$ cat config.mk
export PLATFORM = sky130hd
export DESIGN_NAME = rtlp_cell
export DESIGN_NICKNAME = d
export VERILOG_FILES = /design/src/hw/rtl/rtlp_pkg.sv /design/src/hw/rtl/rtlp_cell.sv
export SDC_FILE = /design/constraint.sdc
export NUM_CORES = 1
export LEC_CHECK = 0
export BUFFER_PORTS_ARGS = -buffer_cell sky130_fd_sc_hd__buf_4
export CAP_MARGIN = 40
export CORE_AREA = 2 2 214 216
export CTS_CLUSTER_DIAMETER = 40
export DETAILED_ROUTE_END_ITERATION = 16
export DIE_AREA = 0 0 216 218
export MAX_ROUTING_LAYER = met4
export PLACE_DENSITY_LB_ADDON = 0.25
export SLEW_MARGIN = 25
export SYNTH_ARGS = -nofsm -noshare
export SYNTH_HDL_FRONTEND = slang
export SYNTH_SLANG_ARGS = --single-unit
export TNS_END_PERCENT = 5
$ cat constraint.sdc
create_clock -name clk -period 8.4 [get_ports clk]
set_clock_uncertainty 0.05 [all_clocks]
set_input_delay 0.84 -clock clk [delete_from_list [all_inputs] [get_ports clk]]
set_output_delay 0.84 -clock clk [all_outputs]
set_load 0.01 [all_outputs]
$ cat src/hw/rtl/rtlp_pkg.sv
package rtlp_pkg;

  // Table depth and derived widths
  localparam int MAX_ROUTES = 16;
  localparam int CNT_W      = $clog2(MAX_ROUTES + 1);
  localparam int ADDR_W     = 32;

  typedef enum logic [1:0] {
    OP_ADD    = 2'd0,
    OP_REMOVE = 2'd1,
    OP_FLUSH  = 2'd2,
    OP_LOOKUP = 2'd3
  } op_t;

  typedef enum logic [1:0] {
    ST_OK        = 2'd0,
    ST_FULL      = 2'd1,
    ST_NOT_FOUND = 2'd2
  } status_t;

  // One stored route
  typedef struct packed {
    logic [ADDR_W-1:0] dst;
    logic [ADDR_W-1:0] mask;
    logic [ADDR_W-1:0] gw;
  } entry_t;

  // Record that travels down the chain of cells with the scan token
  typedef struct packed {
    logic   tok;
    logic   hit;
    entry_t best;
  } scan_t;

endpackage

$ cat src/hw/rtl/rtlp_cell.sv
module rtlp_cell
  import rtlp_pkg::*;
(
  input  logic              clk,
  input  logic              rst_n,
  input  logic              occupied,
  input  logic              wr_en,
  input  entry_t            wr_data,
  input  entry_t            shift_data,
  input  logic [ADDR_W-1:0] req_addr,
  input  logic [ADDR_W-1:0] req_mask,
  input  logic              is_remove,
  input  scan_t             scan_in,
  output scan_t             scan_out,
  output entry_t            entry_out
);

  entry_t ent_r;
  scan_t  scan_r;
  scan_t  scan_nxt;
  logic   lkp_match;
  logic   rm_match;
  logic   shift_en;

  // Compare the request against the held route
  assign lkp_match = occupied
                  && (((req_addr ^ ent_r.dst) & ent_r.mask) == '0)
                  && (ent_r.mask >= scan_in.best.mask);
  assign rm_match  = occupied && (ent_r.dst == req_addr) && (ent_r.mask == req_mask);

  // Update the travelling record with this cell's verdict
  always_comb begin
    scan_nxt = scan_in;
    if (is_remove) begin
      scan_nxt.hit = scan_in.hit | rm_match;
    end else if (lkp_match) begin
      scan_nxt.hit  = 1'b1;
      scan_nxt.best = ent_r;
    end
  end

  // Close the gap: once the first match is seen, pull in the right neighbour
  assign shift_en = scan_in.tok && is_remove && scan_nxt.hit;

  always_ff @(posedge clk) begin
    if (wr_en) begin
      ent_r <= wr_data;
    end else if (shift_en) begin
      ent_r <= shift_data;
    end
  end

  // Hand the record on to the next cell
  always_ff @(posedge clk) begin
    if (!rst_n) begin
      scan_r.tok <= 1'b0;
    end else begin
      scan_r.tok <= scan_nxt.tok;
    end
    scan_r.hit  <= scan_nxt.hit;
    scan_r.best <= scan_nxt.best;
  end

  assign scan_out  = scan_r;
  assign entry_out = ent_r;

endmodule

==> After elaboration in Yosys (flattened, before gate mapping) <==
Cells that the tools add are included.
{ "op_classes": {"n_eq_ne": 2, "bitwise_logic": 3, "reduce_logical": 8, "n_lt_le_gt_ge": 1, "mux": 5} }
{ "ops": {"columns": ["operator", "count"], "rows": [
  ["96-bit 2-to-1 mux", 3],
  ["97-bit 2-to-1 mux", 1],
  ["32-bit equality test", 2],
  ["32-bit AND", 1],
  ["32-bit >= comparator", 1],
  ["32-bit logical NOT", 1],
  ["32-bit XOR", 1],
  ["1-bit logical AND", 6],
  ["2-bit nonzero test", 1],
  ["1-bit 2-to-1 mux", 1],
  ["1-bit OR", 1]
]} }
{ "totals": {"elab_cells": 27, "input_bits": 359, "output_inout_bits": 194, "reg_bits": 194} }

==> Longest topological paths before layout <==
Gate-level depths: netlist of run 1.
{ "depth": {"ltp_word": 10, "ltp_mapped": 10, "ltp_nobuf": 8} }

==> Worst setup path before layout of run 1 <==
Ideal clock, no wire load.
{ "synth_timing": {"kind": "input port to flip-flop", "startpoint": "in scan_in[46] (netlist bit)", "endpoint": "reg ent_r (netlist bit entry_out[0]) (enable)", "t_required_ps": 7742, "arrival_ps": 7053, "n_path_buf": 2, "setup_ps": 608, "cell_stages": 10, "setup_slack_ps": 689, "path_cell_list": "inv_1 -> ha_1 -> and4_1 -> and2_1 -> o311ai_1 -> a31oi_1 -> o311ai_4 -> buf_4 -> buf_4 -> a31oi_1"} }
{ "synth_via": {"elab_chain_len": 6} }
{ "synth_rtl": {"columns": ["element", "line", "text"], "rows": [
  ["start: declaration", "rtlp_cell.sv:13", "input scan_t scan_in,"],
  ["32-bit >= comparator", "rtlp_cell.sv:28", "&& (ent_r.mask >= scan_in.best.mask);"],
  ["1-bit logical AND", "rtlp_cell.sv:28", null],
  ["97-bit 2-to-1 mux", "rtlp_cell.sv:36", "end else if (lkp_match) begin"],
  ["1-bit 2-to-1 mux", "rtlp_cell.sv:34", "if (is_remove) begin"],
  ["1-bit logical AND", "rtlp_cell.sv:43", "assign shift_en = scan_in.tok && is_remove && scan_nxt.hit;"],
  ["2-bit nonzero test (no line)", null, null],
  ["end signal: assignment", "rtlp_cell.sv:47", "ent_r <= wr_data;"],
  ["end signal: assignment", "rtlp_cell.sv:49", "ent_r <= shift_data;"],
  ["end: declaration", "rtlp_cell.sv:18", "entry_t ent_r;"]
]} }
Every way passes these cells.
A chain may end at the register's enable or synchronous reset.

==> Worst setup path after layout of run 1 <==
{ "layout_timing": {"startpoint": "reg ent_r (netlist bit entry_out[43])", "endpoint": "reg ent_r (netlist bit entry_out[26]) (enable)"} }
{ "layout_via": {"elab_chain_len": 8, "word_cells_on_any_way": 12, "cone_classes": "order compare: 1; eq/ne: 1; mux: 2; bitwise: 2; reduce/logical: 6"} }
{ "layout_rtl": {"columns": ["element", "line"], "rows": [
  ["parallel branches: the longest is 5 deep, another holds 32-bit >= comparator", null],
  ["1-bit 2-to-1 mux *", "rtlp_cell.sv:34"],
  ["1-bit logical AND *", "rtlp_cell.sv:43"],
  ["2-bit nonzero test (no line) *", null]
]} }
Every way passes the cells marked *.

==> impl_metrics.ini, run 1 <==
[synthesis]
ys_async_sr_fraction_pct = 0
synthTopCellsByArea = edfxtp_1, dfxtp_1, mux2_2, xor2_1, ha_1
netlist_instances = 636
ys.flop_type = dfxtp_1
yosysSeqAreaShare_pct = 54.9
synth_top_area_share_pct = 32.7
ys_top_cells_by_count = mux2_2, dfxtp_1, edfxtp_1, xor2_1
synthMostInstantiatedCell = mux2_2
yosys.area.top_type = edfxtp_1
ys_seq_elements = 194
postSynthAreaPerCell_um2 = 13.9
synth_warnings = 0
synth_edf_count = 96
synth_nets = 1027
synthDistinctLibCells = 36
syn_area_um2 = 8820

[routing]
drtIter0Drc = 257
wirelength_um = 40300
drtAntennaViolNets = 0
drc = 0
num_vias = 7360
wl_per_cell_um = 22.3
viasPerCell = 4.07
first_pass_iters = 4

[critical_path]
worst_setup_path_end_kind = register
path_common_cell = buf_4
reg2reg_slack_ns = 4.16
start_kind = register
rr_endpoint = entry_out[26]
slowest_stage = edfxtp_1
worstSetupPathType = reg2reg
crit_arrival_ns = 4.35
critPathMaxFanout = 47
ff2ff_path_depth = 11
r2r-start = entry_out[43]
path_cells = ha_1 > and4_1 > and2_1 > o311ai_1 > a31oi_1 > o311ai_4 > buf_4 > a31oi_4 > buf_4 > buf_4 > buf_16
worst_ep_required_time_ns = 8.51
max_stage_delay_ns = 0.63

[die]
start_util_pct = 19.6
die_w_um = 216
ioPinCount = 553
dieArea_um2 = 47100
rows = 78
core_area_um2 = 44900
die_h_um = 218

[global_routing]
grt_max_degree = 56
grtUsageTotal_pct = 17.2
first_global_vias = 7762
overflow = 0
grt_pass1_wl_um = 54600
antenna_found_initial = 1

[placement]
dp_hpwl_um = 32700
place_ws_ns = 3.50
io_buffers = 552
gp_congestion = 0.766

[power_and_ir_drop]
p_int_mw = 1.81
clkPwrFrac_pct = 32.6
p_leak_nw = 6.41
switchingPower_mw = 0.753
comb_power_share_pct = 21.2
seqPwrFrac_pct = 46.2
switching_share_pct = 29.4
p_per_area_nw_per_um2 = 179
irDropWorstVdd_uv = 134

[sta]
timing.final.hold_violations = 0
drv_slew = 0
fin_ws_ns = 4.16
slew_headroom_pct = 49.5
period_share_pct = 50.4
max_freq_mhz = 236
worst_slew_pin_slew_ns = 0.758
rsz0062_at_grt = false
tns_ns = 0
period_needed_ns = 4.24
setup_viol = 0

[clocking]
cts_resized = 0
cts_tree = done
holdBufCountCts = 0
cts_num_sinks = 194
clk_path_buf_depth = 2
h-tree-depth = 4
cts_made_buffers = 17
post_cts_buffers = 0
clk-insertion-delay-late_ns = 0.49
cts-root-buf = clkbuf_16
clkTransAtPathRegs_ns = 0.08

[layout]
drive_gt1_share_pct = 63.5
fin_nets = 1585
area_growth_syn_to_layout_pct = 62.2

[run]
cap_violations = 0

[worst_hold_path]
hold_end = scan_out[5]
hold_path.class = reg2reg
hold_start = entry_out[5]
holdPathStages = 1

[outcome]
outcome = completed
how the worst max path moves through the flow:
stage | startpoint | to | slack (ns) | cells after the start
4_1_cts | entry_out[43] | entry_out[11] | 3.81 | 10
6_report | entry_out[43] | entry_out[26] | 4.16 | 11
5_1_grt | entry_out[43] | entry_out[74] | 3.93 | 11
3_3_place_gp | scan_in[61] | entry_out[12] | 3.58 | 12
3_5_place_dp | scan_in[61] | entry_out[7] | 3.50 | 12
2_1_floorplan | scan_in[46] | entry_out[0] | 0.69 | 10
sequential cells by signal, summed over array words and instances, names as in the netlist:
name       flops
entry_out     96
scan_out      98
per-stage QoR:
stage	area, um2	total power, mW	util (%)	hold slack [ns]	std cells
after global routing	14300	2.69	31.9	0.477	1808
after CTS	14200	2.61	31.7	0.454	1805
final	14300	2.56	31.9	0.460	1808
after detailed placement	13700	1.76	30.5	0.444	1773
after global placement	13700	1.76	30.4	0.435	1772
after floorplan	8820	1.38	-	0.502	636
worst max-delay path, delay by kind of cell (launching register included):
| family | cells | cell delay (ns) |
|---|---|---|
| DFF | 1 | 0.63 |
| AOI/OAI and AO/OA | 4 | 0.83 |
| and+or+nand+nor | 2 | 0.34 |
| buffers and inverters | 4 | 1.46 |
| adders and majority gates | 1 | 0.42 |
cells in the final DEF, fill, tap and decap left out, drive strengths merged, types with 3 or more instances in the layout:
master	count
nor2	6
nand4	7
nand3	4
buf	559
o21ai	4
ha	32
xor2	64
nand2	13
a22oi	10
nor4	17
inv	41
a31oi	3
a21oi	12
and4	3
clkbuf	18
dfxtp	98
mux2	192
a221oi	4
edfxtp	96
power groups by stage:
stage	clock [mW]	sequential (mW)	combinational, mW
after global routing	0.903	1.19	0.591
after floorplan	0	1.21	0.168
after global placement	0	1.21	0.548
final	0.835	1.18	0.545
after CTS	0.872	1.19	0.554
after detailed placement	0	1.21	0.552
cell families after synthesis:
kind of cell | Yosys count | share of synthesized area (%)
flops | 194 | 54.9
mux | 192 | 24.5
xor+xnor | 64 | 6.36
simple gates | 59 | 3.73
buf+inv | 53 | 2.48
compound gates | 42 | 3.45
fa+ha+maj | 32 | 4.54
layer usage:
metal	GRT usage [%]	share of wire, %	vias up
met5	-	0	-
met4	5.73	2.0	0
met3	5.63	7.1	31
met2	29.3	51	329
met1	19.0	40	3528
li1	-	-	3472
layout make-up:
type,count,area (um2)
inverter,32,120
antenna,1,2.50
tap,600,751
fill,4613,30600
timing repair buffer,560,4250
clock inverter,14,138
sequential,194,4840
clock buffer,18,429
multi-input combinational,389,3770
(Power assumes the default switching activity.)
==> run 2: changes to the inputs <==
Settings changed: CORE_AREA 2 2 214 216 to 2 2 218 220, DIE_AREA 0 0 216 218 to 0 0 220 222.
Clock period 8.4 ns to 3.6 ns, I/O delays scaled along.
==> run 2 against run 1 <==
Compared with the run above:
- core utilization grew 0.58 points
- clock power is 140% higher
- clock-buffer cell count unchanged
- setup slack lost 3.8 ns
- final cell count is 4.1% higher
- critical path type unchanged
==> impl_metrics.ini, run 2 (same netlist as run 1, synthesis figures left out) <==
[critical_path]
critPathBufInv = 1
ff2ff_path_depth = 8
worst_ep_required_time_ns = 3.71
reg2reg_slack_ns = 0.40
max_stage_delay_ns = 0.60
critPathMaxFanout = 51
worst_setup_path_end_kind = register
r2r-start = entry_out[46]
cpLargestDelayFamily = compound AO/OA/AOI/OAI gates
path_cells = ha_1 > and4_1 > and2_1 > o311ai_1 > a31oi_1 > o311ai_4 > a31oi_4 > buf_12
crit_arrival_ns = 3.30
slowest_stage = edfxtp_1
worstSetupPathType = reg2reg
start_kind = register
rr_endpoint = entry_out[75]

[routing]
first_pass_iters = 4
wirelength_um = 41200
viasPerCell = 4.06
drtIter0Drc = 240
wl_per_cell_um = 21.9
drc = 0
drtAntennaViolNets = 0
num_vias = 7638

[die]
die_h_um = 222
core_area_um2 = 46300
die_w_um = 220
start_util_pct = 19.1
dieArea_um2 = 48800
rows = 79
ioPinCount = 553

[layout]
drive_gt1_share_pct = 60.9
final_cell_mix = buf_4, mux2_2, dfxtp_1
design_area_um2 = 15000
area_growth_syn_to_layout_pct = 70.1
largest_register_ffs = 98
utilization_pct = 32.4
final_common_cell = buf_4
fin_nets = 1651

[clocking]
cts_num_sinks = 194
cts_tree = done
clkTransAtPathRegs_ns = 0.08
clk_path_buf_depth = 2
cts_made_buffers = 17
h-tree-depth = 4
clk-insertion-delay-late_ns = 0.49
cts-root-buf = clkbuf_16

[worst_hold_path]
holdPathStages = 2
hold_end = scan_out[38]
hold_path.class = in2reg
hold_start = scan_in[38]

[placement]
dp_hpwl_um = 33400
placed_cell_area_um2 = 13800
place_ws_ns = 0.365
gp_congestion = 0.781
io_buffers = 552

[sta]
max_freq_mhz = 313
period_share_pct = 88.8
tns_ns = 0
timing.final.hold_violations = 0
worst_slew_pin_slew_ns = 0.711
hold_ws_ns = 0.0562
slew_headroom_pct = 52.5
setup_viol = 0
drv_slew = 0
fin_ws_ns = 0.403
rsz0062_at_grt = false
period_needed_ns = 3.20

[global_routing]
grt_max_degree = 65
grt_pass1_wl_um = 57300
grtUsageTotal_pct = 17.3
antenna_found_initial = 3
first_global_vias = 8310
overflow = 0

[power_and_ir_drop]
irDropWorstVdd_uv = 342
p_leak_nw = 6.70
p_per_area_nw_per_um2 = 408

[run]
cap_violations = 0

[outcome]
outcome = completed
==> run 2: changes by cell type in the layout (fill, tap and decap cells not counted), moves of 2 or more <==
| cell | previous run | this run |
|---|---|---|
| dlygate4sd3_1 | 0 | 60 |
| inv_6 | 7 | 0 |
| buf_4 | 557 | 562 |
| buf_12 | 0 | 4 |
| inv_8 | 2 | 5 |
| buf_16 | 2 | 0 |
| clkinv_4 | 0 | 2 |
| clkinv_8 | 0 | 2 |
| clkinvlp_4 | 2 | 4 |
==> run 2: per-layer routing <==
layer  track usage [%]  share of wire, %  up-vias
met5                 -                 0        -
met4              5.80               2.1        0
met3              4.97               7.5       35
met2              29.4                51      339
met1              19.3                39     3662
li1                  -                 -     3602
==> run 2: layout make-up <==
| class | instances | area (um2) |
|---|---|---|
| repair buffers | 626 | 4900 |
| flip-flops and latches | 194 | 4840 |
| diodes | 2 | 5.00 |
| inverters | 32 | 120 |
| clock inverters | 14 | 166 |
| well taps | 607 | 759 |
| fillers | 4763 | 31300 |
| clock buffers | 18 | 439 |
| multi-input cells | 389 | 3770 |
==> run 2: metrics by stage <==
step	power, mW	instances
finish	6.13	1882
global route	6.42	1882
CTS	6.25	1880
detailed placement	4.14	1788
global placement	4.14	1788
floorplan	3.20	636
==> run 2: where the power goes <==
part / switching, mW / leakage, nW / internal [mW]
Combinational: 0.610 / 4.66 / 0.767
Clock: 1.01 / 0.284 / 1.01
Sequential: 0.197 / 1.76 / 2.54
Total: 1.81 / 6.70 / 4.31
==> run 2: timing repair <==
action,in CTS,in global routing
setup buffers,0,0
endpoints found under the hold margin,60,0
hold buffers,60,0
resized for setup,0,0
==> run 2: how the worst max path moves through the flow <==
stage | end | cells after the start | slack [ns] | from
global placement | entry_out[12] | 8 | 0.39 | entry_out[59]
finish | entry_out[75] | 8 | 0.40 | entry_out[46]
detailed placement | entry_out[12] | 8 | 0.37 | entry_out[59]
floorplan | entry_out[0] | 9 | -0.51 | entry_out[46]
global route | scan_out[23] | 8 | 0.26 | entry_out[46]
CTS | entry_out[12] | 8 | 0.34 | entry_out[59]
